<file path="config.mk">
export PLATFORM = sky130hd
export DESIGN_NAME = lzrc_front
export DESIGN_NICKNAME = d
export VERILOG_FILES = /design/src/rtl/core/lzrc_pkg.sv /design/src/rtl/core/lzrc_front.sv
export SDC_FILE = /design/constraint.sdc
export NUM_CORES = 1
export LEC_CHECK = 0
export BUFFER_PORTS_ARGS = -buffer_cell sky130_fd_sc_hd__buf_2
export CAP_MARGIN = 0
export CORE_MARGIN = 2
export CORE_UTILIZATION = 50
export DETAILED_ROUTE_END_ITERATION = 6
export PLACE_DENSITY_LB_ADDON = 0.12
export SYNTH_ARGS = -nofsm -noshare
export SYNTH_HDL_FRONTEND = slang
export SYNTH_SLANG_ARGS = --single-unit
export TNS_END_PERCENT = 1
</file>
<file path="constraint.sdc">
create_clock -name clk -period 2.5 [get_ports clk]
set_input_delay 0.375 -clock clk [delete_from_list [all_inputs] [get_ports clk]]
set_output_delay 0.375 -clock clk [all_outputs]
set_load 0.01 [all_outputs]
</file>
<file path="src/rtl/core/lzrc_pkg.sv">
// ----------------------------------------------------------------------------
// lzrc_pkg
// Shared types and codes of the run/copy LZ decompressor.
// ----------------------------------------------------------------------------
package lzrc_pkg;

  localparam logic [1:0] FN_PUSH    = 2'd0;
  localparam logic [1:0] FN_PULL    = 2'd1;
  localparam logic [1:0] FN_RESTART = 2'd2;

  localparam logic [2:0] ST_ACCEPT  = 3'd0;
  localparam logic [2:0] ST_PRODUCE = 3'd1;
  localparam logic [2:0] ST_NEED    = 3'd2;
  localparam logic [2:0] ST_REFUSE  = 3'd3;
  localparam logic [2:0] ST_DONE    = 3'd4;

  localparam logic [2:0] CM_LITERAL  = 3'd0;
  localparam logic [2:0] CM_REPEAT   = 3'd1;
  localparam logic [2:0] CM_ALTERNATE = 3'd2;
  localparam logic [2:0] CM_ZERO     = 3'd3;
  localparam logic [2:0] CM_COPY     = 3'd4;
  localparam logic [2:0] CM_MIRBITS  = 3'd5;
  localparam logic [2:0] CM_MIRBYTES = 3'd6;
  localparam logic [2:0] CM_NONE     = 3'd7;

  localparam logic [7:0] END_MARK  = 8'hFF;
  localparam logic [2:0] LONG_MARK = 3'd7;

  typedef enum logic [6:0] {
    PH_CMD    = 7'b0000001,
    PH_LONG   = 7'b0000010,
    PH_ARG1   = 7'b0000100,
    PH_ARG2   = 7'b0001000,
    PH_LIT    = 7'b0010000,
    PH_LITRDY = 7'b0100000,
    PH_RUN    = 7'b1000000
  } phase_t;

  typedef struct packed {
    logic [1:0] func;
    logic [7:0] in_byte;
  } item_t;

  typedef struct packed {
    logic [7:0] out_byte;
    logic [2:0] status;
    logic       out_last;
  } result_t;

  typedef struct packed {
    logic        finished;
    logic [12:0] write_count;
  } back_stat_t;

endpackage

</file>
<file path="src/rtl/core/lzrc_front.sv">
// ----------------------------------------------------------------------------
// lzrc_front
// Two-entry word queue between the input channel and the execution stage.
// ----------------------------------------------------------------------------
module lzrc_front (
  input  logic           clk,
  input  logic           rst_n,
  input  logic           push,
  input  lzrc_pkg::item_t push_item,
  output logic           can_push,
  input  logic           pop,
  output logic           head_valid,
  output lzrc_pkg::item_t head_item
);

  lzrc_pkg::item_t ent_r [2];
  logic       wptr_r, rptr_r;
  logic [1:0] cnt_r;

  assign can_push   = (cnt_r != 2'd2);
  assign head_valid = (cnt_r != 2'd0);
  assign head_item  = ent_r[rptr_r];

  always_ff @(posedge clk) begin
    if (!rst_n) begin
      wptr_r <= 1'b0;
      rptr_r <= 1'b0;
      cnt_r  <= 2'd0;
    end else begin
      if (push) wptr_r <= ~wptr_r;
      if (pop)  rptr_r <= ~rptr_r;
      if (push && !pop)      cnt_r <= cnt_r + 2'd1;
      else if (pop && !push) cnt_r <= cnt_r - 2'd1;
    end
  end

  always_ff @(posedge clk) begin
    if (push) ent_r[wptr_r] <= push_item;
  end

endmodule

</file>
# [After elaboration in Yosys (flattened, before gate mapping)]
# Memories as Yosys holds them, arrays and structs flattened. A register that Yosys moved wholly into a read port is not among the register bits.
# Cells that the tools add are included.
[word_totals] input_bits=14 output_inout_bits=12 register_bits=4 wordCells=21 mem_bits_rw=20 memories=1
[mem_list] name="ent_r" words=2 width=10 rd=1 rd_ports_with_merged_regs=1 wr=1 line_no="lzrc_front.sv:16" rtl="lzrc_pkg::item_t ent_r [2];"
[classes] addsub=2 bitwise_logic=2 eq_ne=1 n_reduce_logical=6 n_mux=6
[op_table] operator="$mux W1" n=4
[op_table] operator="$mux W2" n=2
[op_table] operator="$reduce_bool A2 Y1" n=2
[op_table] operator="$add A2 B1 Y2 const B" n=1
[op_table] operator="$logic_and A1 B1 Y1" n=2
[op_table] operator="$logic_not A1 Y1" n=2
[op_table] operator="$ne A2 B2 Y1 const B" n=1
[op_table] operator="$not A1 Y1" n=2
[op_table] operator="$sub A2 B1 Y2 const B" n=1

# [Depth between registers and ports, before layout]
# Gate-level depths: netlist of the first run.
[logic_depth] ltp_word=4 mapped_depth=5 mapped_depth_nobuf=5

# [Worst setup path before layout of the first run]
# Ideal clock, no wire load.
[synth_path] kind="input-to-reg" startpoint="input push" endpoint="memory ent_r[0][0] (netlist bit), enable pin" setup_ns=0.379 path_slack_ns=1.207 t_required_ns=2.121 arrival_time_ns=0.914 cell_stages=1 path_buffers=0 path_cell_list="nor2b_1"
[synth_via] elab_chain_len=2
[synth_lines] item="start, declared" line_no="lzrc_front.sv:8" rtl="input logic push,"
[synth_lines] item="$mux W1" line_no="lzrc_front.sv:38" rtl="if (push) ent_r[wptr_r] <= push_item;"
[synth_lines] item="$mux W1 (implied by the code)" line_no="lzrc_front.sv:38"
[synth_lines] item="end, declared" line_no="lzrc_front.sv:16"
# Every way passes these cells.

==> results of run 1 <==
==> cell families (layout without fill, tap and decap cells) <==
logic type                 Yosys count  count (layout)  synth area share (%)
adders and majority gates            1               1                  1.33
muxes                               10              10                  12.0
AOI/OAI and AO/OA                    3               3                  2.14
buffers and inverters                2              31                 0.934
xor gates and xnor gates             3               3                  2.80
DFF                                 25              25                  74.8
and+or+nand+nor                      9               9                  6.01
==> layout by cell type, fill, tap and decap left out <==
master    instances
and2_1            4
nor2b_1           2
xnor2_1           1
mux2_1           10
inv_1             1
ha_1              1
a21boi_1          1
nand2b_1          1
or2_2             1
o21a_1            1
clkbuf_1          1
buf_2            25
or3_1             1
edfxtp_1         20
dfxtp_1           5
xor2_1            2
clkbuf_4          3
o21ai_0           1
buf_4             1
==> power by group through the flow <==
stage          Sequential, mW  Clock, mW  Combinational [mW]
2_1_floorplan           0.493          0              0.0635
4_1_cts                 0.493      0.173              0.0986
6_report                0.492      0.164              0.0966
5_1_grt                 0.496      0.190               0.108
3_5_place_dp            0.502          0              0.0978
3_3_place_gp            0.501          0              0.0969
==> critical path: stages (launching register included) <==
cell     delay, ns
dfxtp_1       0.61
mux2_1        0.37
buf_2         0.14
==> registers in the layout (all words and copies together) (netlist names), named ones only <==
register and flops:
wptr_r 1, cnt_r 2, rptr_r 1, ent_r 20
==> final cells by class <==
type	count	area [um^2]	share of cell area (%)
Inverter	1	3.75	0.334
Multi-Input combinational cell	26	228	20.3
Sequential cell	25	701	62.4
Clock buffer	4	26.3	2.34
Timing Repair Buffer	26	133	11.8
Tap cell	25	31.3	2.79
==> metrics by stage <==
| step | setup WS, ns | util (%) | hold WS, ns | cell area [um^2] |
|---|---|---|---|---|
| detailed placement | 0.998 | 62.8 | 0.499 | 1100 |
| global placement | 1.02 | 62.8 | 0.486 | 1100 |
| floorplan | 1.21 | - | 0.466 | 937 |
| CTS | 0.637 | 64.3 | 0.240 | 1120 |
| finish | 0.701 | 64.3 | 0.254 | 1120 |
| global route | 0.593 | 64.3 | 0.224 | 1120 |
==> metal layers <==
layer / up-vias / share of wire, %
li1: 252 / -
met1: 227 / 47
met2: 17 / 47
met3: 0 / 6.2
met4: 0 / 0
met5: - / 0
==> path summary, 6_finish.rpt <==
path	slack [ns]	end
hold / removal	0.25	ent_r[1][2]$_DFFE_PP_
hold reg to reg	0.51	cnt_r[1]$_SDFFE_PN0P_
setup / recovery	0.70	head_item[0]
setup reg to reg	1.38	ent_r[1][7]$_DFFE_PP_
==> summary.txt, run 1 <==
Timing
  – Post-route setup TNS: 0 ns
  – Clock Skews: 0.00151 ns
  – Period utilization: 72.0%
  – RSZ-0062 raised after global routing: no
  – Fmax: 556 MHz
  – Tmin final: 1.80 ns
  – Final Setup Violations: 0
  – Hold Vio Cnt, Final: 0
  – Slew Viols, Final: 0
  – Max_slew headroom: 68.9%
  – Worst Max-Slew Pin Slew: 0.466 ns

Logic synthesis
  – Synth top area cells: edfxtp_1, mux2_1, dfxtp_1
  – Mean Syn Cell Area: 17.7 um^2
  – #FFs+latches synth: 25
  – Sequential share of the synthesized area: 74.8%
  – Ys flop type: edfxtp_1
  – Ys async rst share: 0%
  – Number of synthesized flops with an enable pin: 20
  – Synthesized cell area: 937 um^2
  – Mapped Cells: 53
  – Yosys warning total: 0
  – Synth Net Count: 68
  – Post-synth top area share: 64.1%
  – Unique masters post-synth: 16
  – Most common cell in the synthesized netlist: edfxtp_1
  – Most area-hungry cell type in the Yosys netlist: edfxtp_1
  – Post-synth top cells: edfxtp_1, mux2_1, dfxtp_1, and2_1

Setup path
  – Critical path endpoint category: output port
  – CP startpoint kind: register
  – Reg2Reg Depth: 1
  – Critical R2R Launch: wptr_r$_SDFFE_PN0P_
  – WS Path Type: reg -> out
  – Worst path required time: 2.12 ns
  – Worst EP arrival: 1.42 ns
  – CP max FO: 10

Global routing
  – GR Layer Usage met1: 14.4%
  – Total GRT Usage: 12.1%
  – Met2 Use GR: 19.7%
  – GRT Residual Overflow: 0
  – Vias in the first global route: 421
  – Grt peak-use layer: met2
  – Pin count of the biggest net entering global routing: 14
  – Initial antenna violation count: 0
  – First-pass GRT wire length: 1.77 mm
  – Met3 Usage GRT: 3.46%

Placed design
  – RePlAce Congestion: 0.683
  – I/O Buffers: 25
  – HPWL after DPL: 878 um
  – Placed cells: 103

Routing
  – Drc violations: 0
  – Overall routed net length: 1.22 mm
  – First-pass detailed-route iteration total: 3
  – Routed len/inst: 11.4 um
  – Initial DRC Count: 8
  – Total number of vias: 496
  – DR vias/cell: 4.64
  – Post-DRT Antenna Nets: 0

Clocking
  – Clk sinks: 25
  – CTS tree: yes
  – Number of buffers created by CTS: 3
  – Max clock buf depth: 2
  – Setup bufs post-CTS: 0
  – Clock Latency Late Sink: 0.30 ns
  – Root buf cell: clkbuf_4
  – Reg clk slew, reported paths: 0.12 ns
  – Cts hold-fix bufs: 0
  – H-tree Lvls: 1
  – Post_cts resized: 0

Worst hold path
  – Hold_sp: push_item[2]
  – Worst hold path class: in -> reg
  – Hold Path Stages: 1

Power
  – Sw Pwr: 161 uW
  – Sw Share: 21.5%
  – Static leakage: 0.442 nW
  – P per Cell Area: 670 mW/mm^2
  – Overall power: 752 uW
  – Worst vdd ir: 447 uV
  – Power Internal: 591 uW
  – Clk pwr share: 21.8%
  – Register share of total power: 65.4%
  – Comb power frac: 12.8%

Die
  – Die ar.: 0.00224 mm^2
  – Die H: 47.3 um
  – Starting density of the core: 53.7%
  – # IOs: 26
  – Core Area: 0.00175 mm^2
  – Row count: 15
  – Die Span X: 47.3 um

Cells and area
  – Non-Filler Instances: 107
  – Final nets: 98
  – Share of cells above drive strength 1: 36.6%
  – Area Growth Syn to Fin: 19.8%
  – Fill count: 147
  – ANT cells: 0

Run
  – Max-Cap Viols: 0

Outcome
  – Status: completed
No activity file was read; power rests on OpenSTA's default activity.
==> run 2: changes to the inputs <==
--- a/config.mk
+++ b/config.mk
@@ -8,7 +8,7 @@
 export BUFFER_PORTS_ARGS = -buffer_cell sky130_fd_sc_hd__buf_2
 export CAP_MARGIN = 0
 export CORE_MARGIN = 2
-export CORE_UTILIZATION = 50
+export CORE_UTILIZATION = 44
 export DETAILED_ROUTE_END_ITERATION = 6
 export PLACE_DENSITY_LB_ADDON = 0.12
 export SYNTH_ARGS = -nofsm -noshare
==> constraint.sdc (replaced) <==
create_clock -name clk -period 1.5 [get_ports clk]
set_input_delay 0.225 -clock clk [delete_from_list [all_inputs] [get_ports clk]]
set_output_delay 0.225 -clock clk [all_outputs]
set_load 0.01 [all_outputs]
==> run 2 against run 1 <==
Effect of this change:
- worst hold slack got worse by 0.16 ns
- register-to-register slack worse by 1.0 ns
- sequential share of layout area decreased by 4.7 points
- combinational power up 130%
- clock skew about the same
- total power grew 76%
- critical path type unchanged
- largest cell class unchanged
- largest power group unchanged
==> summary.txt, run 2 (synthesized netlist as in run 1, its figures left out) <==
Outcome
  – Status: completed

Routing
  – First-pass detailed-route iteration total: 4
  – Drc violations: 0
  – Initial DRC Count: 5
  – Overall routed net length: 1.37 mm
  – Total number of vias: 518
  – Post-DRT Antenna Nets: 0
  – Routed len/inst: 12.2 um
  – DR vias/cell: 4.63

Cells and area
  – Share of cells above drive strength 1: 49.4%
  – Largest register FFs: 20
  – Area Growth Syn to Fin: 29.6%
  – Design area: 0.00121 mm^2
  – Final nets: 101
  – Non-Filler Instances: 112
  – Commonest non-fill, non-tap cells in the layout: edfxtp_1, buf_2, mux2_4, buf_6
  – Top reg by flops: ent_r
  – Fill count: 157
  – Top Registers: ent_r: 20 flops, cnt_r: 2 flops
  – ANT cells: 0

Clocking
  – CTS tree: yes
  – Clk sinks: 25
  – Number of buffers created by CTS: 3
  – Setup bufs post-CTS: 0
  – Root buf cell: clkbuf_4
  – H-tree Lvls: 1
  – Cts hold-fix bufs: 0
  – Max clock buf depth: 2
  – Reg clk slew, reported paths: 0.13 ns
  – Clock Latency Late Sink: 0.30 ns

Setup path
  – CP max FO: 5
  – Worst path required time: 1.27 ns
  – Worst EP arrival: 1.25 ns
  – WS Path Type: reg -> out
  – CP startpoint kind: register
  – Setup slack, reg-to-reg: 0.36 ns
  – Critical path endpoint category: output port

Timing
  – Slew Viols, Final: 0
  – Fmax: 680 MHz
  – Max_slew headroom: 67.4%
  – RSZ-0062 raised after global routing: yes
  – Tmin final: 1.47 ns
  – Clock Skews: 0.00176 ns
  – Hold Vio Cnt, Final: 0
  – Final Setup Violations: 0
  – Worst Max-Slew Pin Slew: 0.489 ns
  – Period utilization: 98.1%

Die
  – Die Span X: 50.2 um
  – Die H: 50.2 um
  – Die ar.: 0.00252 mm^2
  – # IOs: 26
  – Row count: 16
  – Starting density of the core: 47.3%
  – Core Area: 0.00198 mm^2

Placed design
  – Placed cell area: 0.00111 mm^2
  – RePlAce Congestion: 0.657
  – I/O Buffers: 25
  – Placed cells: 107
  – HPWL after DPL: 956 um

Run
  – Max-Cap Viols: 0

Power
  – Register share of total power: 61.5%
  – Static leakage: 0.498 nW
  – Clk pwr share: 21.5%
  – Power Internal: 1.03 mW
  – Comb power frac: 17.0%
  – P per Cell Area: 1090 mW/mm^2
  – Worst vdd ir: 673 uV
  – Sw Share: 22.5%
  – Sw Pwr: 297 uW

Global routing
  – Vias in the first global route: 540
  – Initial antenna violation count: 0
  – First-pass GRT wire length: 2.33 mm
  – Pin count of the biggest net entering global routing: 15
  – GRT Residual Overflow: 0
  – Total GRT Usage: 12.4%

Worst hold path
  – Worst hold path class: in -> reg
run 2: cell count changes in the layout (fill, tap and decap cells not counted), sizes merged:
| cell | change |
|---|---|
| buf | +3 |
| clkbuf | -1 |
| clkinv | +1 |
run 2: layer usage:
| layer | track usage, % | wire length (um) |
|---|---|---|
| met4 | 4.17 | 0 |
| met1 | 14.2 | 591 |
| met5 | 0 | 0 |
| met3 | 2.98 | 62 |
| met2 | 22.4 | 712 |
run 2: final timing paths:
| path | startpoint | end | depth (start not counted) |
|---|---|---|---|
| worst max-delay path | register | head_item[5] | 3 |
| worst min-delay path | push_item[8] | ent_r[1][8]$_DFFE_PP_ | 1 |
| worst max register to register | wptr_r$_SDFFE_PN0P_ | ent_r[1][5]$_DFFE_PP_ | 1 |
| worst min register to register | cnt_r[1]$_SDFFE_PN0P_ | cnt_r[1]$_SDFFE_PN0P_ | 2 |
run 2: stage by stage:
stage	TNS (ns)	worst slack (ns)	power (mW)	utilization [%]	hold WS (ns)
final	0	0.0288	1.32	61.3	0.0960
after global routing	-0.180	-0.0375	1.39	61.3	0.0781
after CTS	-0.0104	-0.00548	1.30	58.2	0.0851
after detailed placement	0	0.253	1.01	56.2	0.416
after global placement	0	0.302	1.01	56.2	0.413
after floorplan	0	0.305	0.928	-	0.324
run 2: what timing repair did:
item,CTS,global route
endpoints found under the setup margin,10,10
gates cloned,1,0
gates resized for setup,3,13
run 2: power by group through the flow:
stage	combinational, mW	sequential (mW)	clock [mW]
floorplan	0.106	0.822	0
global placement	0.180	0.825	0
detailed placement	0.182	0.826	0
CTS	0.189	0.812	0.297
global route	0.247	0.819	0.323
finish	0.225	0.814	0.285
run 2: critical path, stage by stage (launching register included):
cell,delay (ns)
dfxtp_2,0.37
buf_6,0.12
mux2_1,0.31
buf_2,0.14
run 2: cell type report:
class                      count  area (um^2)  share of cell area (%)
timing repair buffer          29          194                    16.0
multi-input combinational     26          254                    20.9
sequential                    25          702                    57.8
clock inverter                 1         5.00                   0.412
inverter                       1         3.75                   0.309
clock buffer                   3         22.5                    1.85
tap                           27         33.8                    2.78
==> run 3: changes to the inputs <==
--- a/config.mk
+++ b/config.mk
@@ -5,10 +5,11 @@
 export SDC_FILE = /design/constraint.sdc
 export NUM_CORES = 1
 export LEC_CHECK = 0
+export ABC_AREA = 1
 export BUFFER_PORTS_ARGS = -buffer_cell sky130_fd_sc_hd__buf_2
 export CAP_MARGIN = 0
 export CORE_MARGIN = 2
-export CORE_UTILIZATION = 44
+export CORE_UTILIZATION = 45
 export DETAILED_ROUTE_END_ITERATION = 6
 export PLACE_DENSITY_LB_ADDON = 0.12
 export SYNTH_ARGS = -nofsm -noshare
==> run 3 against run 2 <==
Effect of this change:
- clock skew is 0.0026 ns higher
- die area is 3.0% higher
- global-route usage barely moved
- cell count increased by 11%
- wire length increased by 2.9%
- critical path depth unchanged
- clock power shrank 3%
- total power shrank 1.8%
- non-clock buffer count is 1 lower
- sequential cell count unchanged
- worst setup slack gained 0.017 ns
- worst hold slack better by 0.0039 ns
- critical path type unchanged
==> summary.txt, run 3 <==
Outcome
  – Status: completed

Global routing
  – Vias in the first global route: 539
  – First-pass GRT wire length: 2.24 mm
  – Total GRT Usage: 12.4%
  – Pin count of the biggest net entering global routing: 15
  – GRT Residual Overflow: 0
  – Initial antenna violation count: 0

Logic synthesis
  – Mapped Cells: 66
  – Number of synthesized flops with an enable pin: 20
  – Post-synth top area share: 60.7%
  – #FFs+latches synth: 25
  – Most area-hungry cell type in the Yosys netlist: edfxtp_1
  – Most common cell in the synthesized netlist: edfxtp_1
  – Unique masters post-synth: 13
  – Synthesized cell area: 990 um^2
  – Mean Syn Cell Area: 15.0 um^2
  – Ys flop type: edfxtp_1
  – Yosys warning total: 0
  – Post-synth top cells: edfxtp_1, mux2_4, nand2_1, inv_1, nor2_1
  – Synth Net Count: 81
  – Sequential share of the synthesized area: 70.8%
  – Synth top area cells: edfxtp_1, mux2_4, dfxtp_1
  – Ys async rst share: 0%

Power
  – Static leakage: 0.548 nW
  – Clk pwr share: 21.3%
  – Worst vdd ir: 748 uV
  – Overall power: 1.30 mW
  – Power Internal: 1.01 mW
  – P per Cell Area: 1040 mW/mm^2
  – Register share of total power: 62.4%
  – Comb power frac: 16.4%
  – Sw Share: 22.1%
  – Sw Pwr: 288 uW

Clocking
  – Clock Latency Late Sink: 0.30 ns
  – Reg clk slew, reported paths: 0.12 ns
  – Max clock buf depth: 2
  – Clk sinks: 25
  – Setup bufs post-CTS: 0
  – H-tree Lvls: 1
  – CTS tree: yes
  – Root buf cell: clkbuf_4
  – Cts hold-fix bufs: 0
  – Number of buffers created by CTS: 3

Cells and area
  – Commonest non-fill, non-tap cells in the layout: edfxtp_1, buf_2, mux2_4, nand2_1, buf_6
  – Fill count: 179
  – Area Growth Syn to Fin: 25.9%
  – Top Registers: ent_r: 20 flops, cnt_r: 2 flops
  – Final nets: 113
  – Most common cell after layout, fill and taps aside: edfxtp_1
  – Largest register FFs: 20
  – Share of cells above drive strength 1: 45.4%
  – ANT cells: 0
  – Top reg by flops: ent_r
  – Design area: 0.00125 mm^2

Timing
  – Clock Skews: 0.00440 ns
  – Slew Viols, Final: 0
  – Post-route setup TNS: 0 ns
  – Fmax: 688 MHz
  – Worst setup margin: 0.0463 ns
  – Hold Vio Cnt, Final: 0
  – Final Setup Violations: 0
  – Max_slew headroom: 74.7%
  – RSZ-0062 raised after global routing: yes
  – Period utilization: 96.9%
  – Hold slack: 0.0999 ns
  – Worst Max-Slew Pin Slew: 0.379 ns
  – Tmin final: 1.45 ns

Routing
  – Post-DRT Antenna Nets: 0
  – Overall routed net length: 1.41 mm
  – Total number of vias: 571
  – First-pass detailed-route iteration total: 4
  – Initial DRC Count: 7
  – DR vias/cell: 4.60
  – Routed len/inst: 11.3 um
  – Drc violations: 0

Setup path
  – WS Path Type: reg -> out
  – Reg2Reg Depth: 2
  – Worst path required time: 1.27 ns
  – CP max FO: 5
  – CP startpoint kind: register
  – Critical path endpoint category: output port
  – Worst EP arrival: 1.23 ns

Run
  – Max-Cap Viols: 0

Die
  – Row count: 16
  – Core Area: 0.00202 mm^2
  – # IOs: 26
  – Die ar.: 0.00259 mm^2
  – Die Span X: 50.9 um
  – Starting density of the core: 48.9%
  – Die H: 50.9 um

Placed design
  – Place WS: 0.313 ns
  – Placed cell area: 0.00115 mm^2
  – HPWL after DPL: 1.09 mm
  – RePlAce Congestion: 0.630
  – I/O Buffers: 25

Worst hold path
  – Worst hold path class: in -> reg
  – Hold Path Stages: 1
run 3: cell types whose count changed in the layout (fill, tap and decap cells not counted), sizes merged, moves of 2 or more:
cell   before  now
nor2b       2    0
xor2        2    0
and2        4    0
inv         1    8
nand2       0   10
nor2        0    7
run 3: kinds of logic after synthesis:
group / synth area share, %
buffers and inverters: 4.17
and+or+nand+nor: 7.59
DFF: 70.8
muxes: 15.2
AOI/OAI and AO/OA: 1.01
adders and majority gates: 1.26
run 3: power by group through the flow:
stage	sequential (mW)	clock [mW]	combinational, mW
6_report	0.810	0.276	0.213
4_1_cts	0.811	0.288	0.191
2_1_floorplan	0.820	0	0.119
3_3_place_gp	0.821	0	0.180
3_5_place_dp	0.824	0	0.185
5_1_grt	0.814	0.321	0.231
run 3: repair_timing:
action | 4_1_cts | 5_1_grt
setup endpoints to repair | 10 | 8
resized for setup | 4 | 8
gates cloned | 1 | 0
run 3: worst paths after layout:
kind              slack [ns]                    end                 from
setup / recovery        0.05           head_item[4]             register
hold / removal           0.1  ent_r[0][4]$_DFFE_PP_         push_item[4]
setup reg to reg        0.43  ent_r[1][0]$_DFFE_PP_  wptr_r$_SDFFE_PN0P_
hold reg to reg         0.51    rptr_r$_SDFFE_PN0P_  rptr_r$_SDFFE_PN0P_
run 3: layer usage:
layer	vias to the layer above	wire (um)	track usage, %
li1	289	-	-
met1	258	553	12.6
met2	20	744	22.6
met3	4	71	2.92
met4	0	36	8.11
met5	-	0	0
run 3: worst max-delay path, cell delays in order, from the launching register on:
cell     delay, ns
dfxtp_2       0.37
buf_6         0.13
mux2_4        0.31
buf_6         0.12
run 3: layout make-up:
type                       count  area, um^2  area share, %
timing repair buffer          28         205           16.5
tap                           27        33.8           2.71
sequential                    25         702           56.3
clock buffer                   3        22.5           1.81
inverter                       8        30.0           2.41
multi-input combinational     32         248           19.9
clock inverter                 1        5.00          0.402
run 3: stage by stage:
stage | std cells | utilization, %
after detailed placement | 119 | 57.0
after floorplan | 66 | -
after global routing | 124 | 61.6
final | 124 | 61.6
after global placement | 119 | 57.0
after CTS | 124 | 59.2
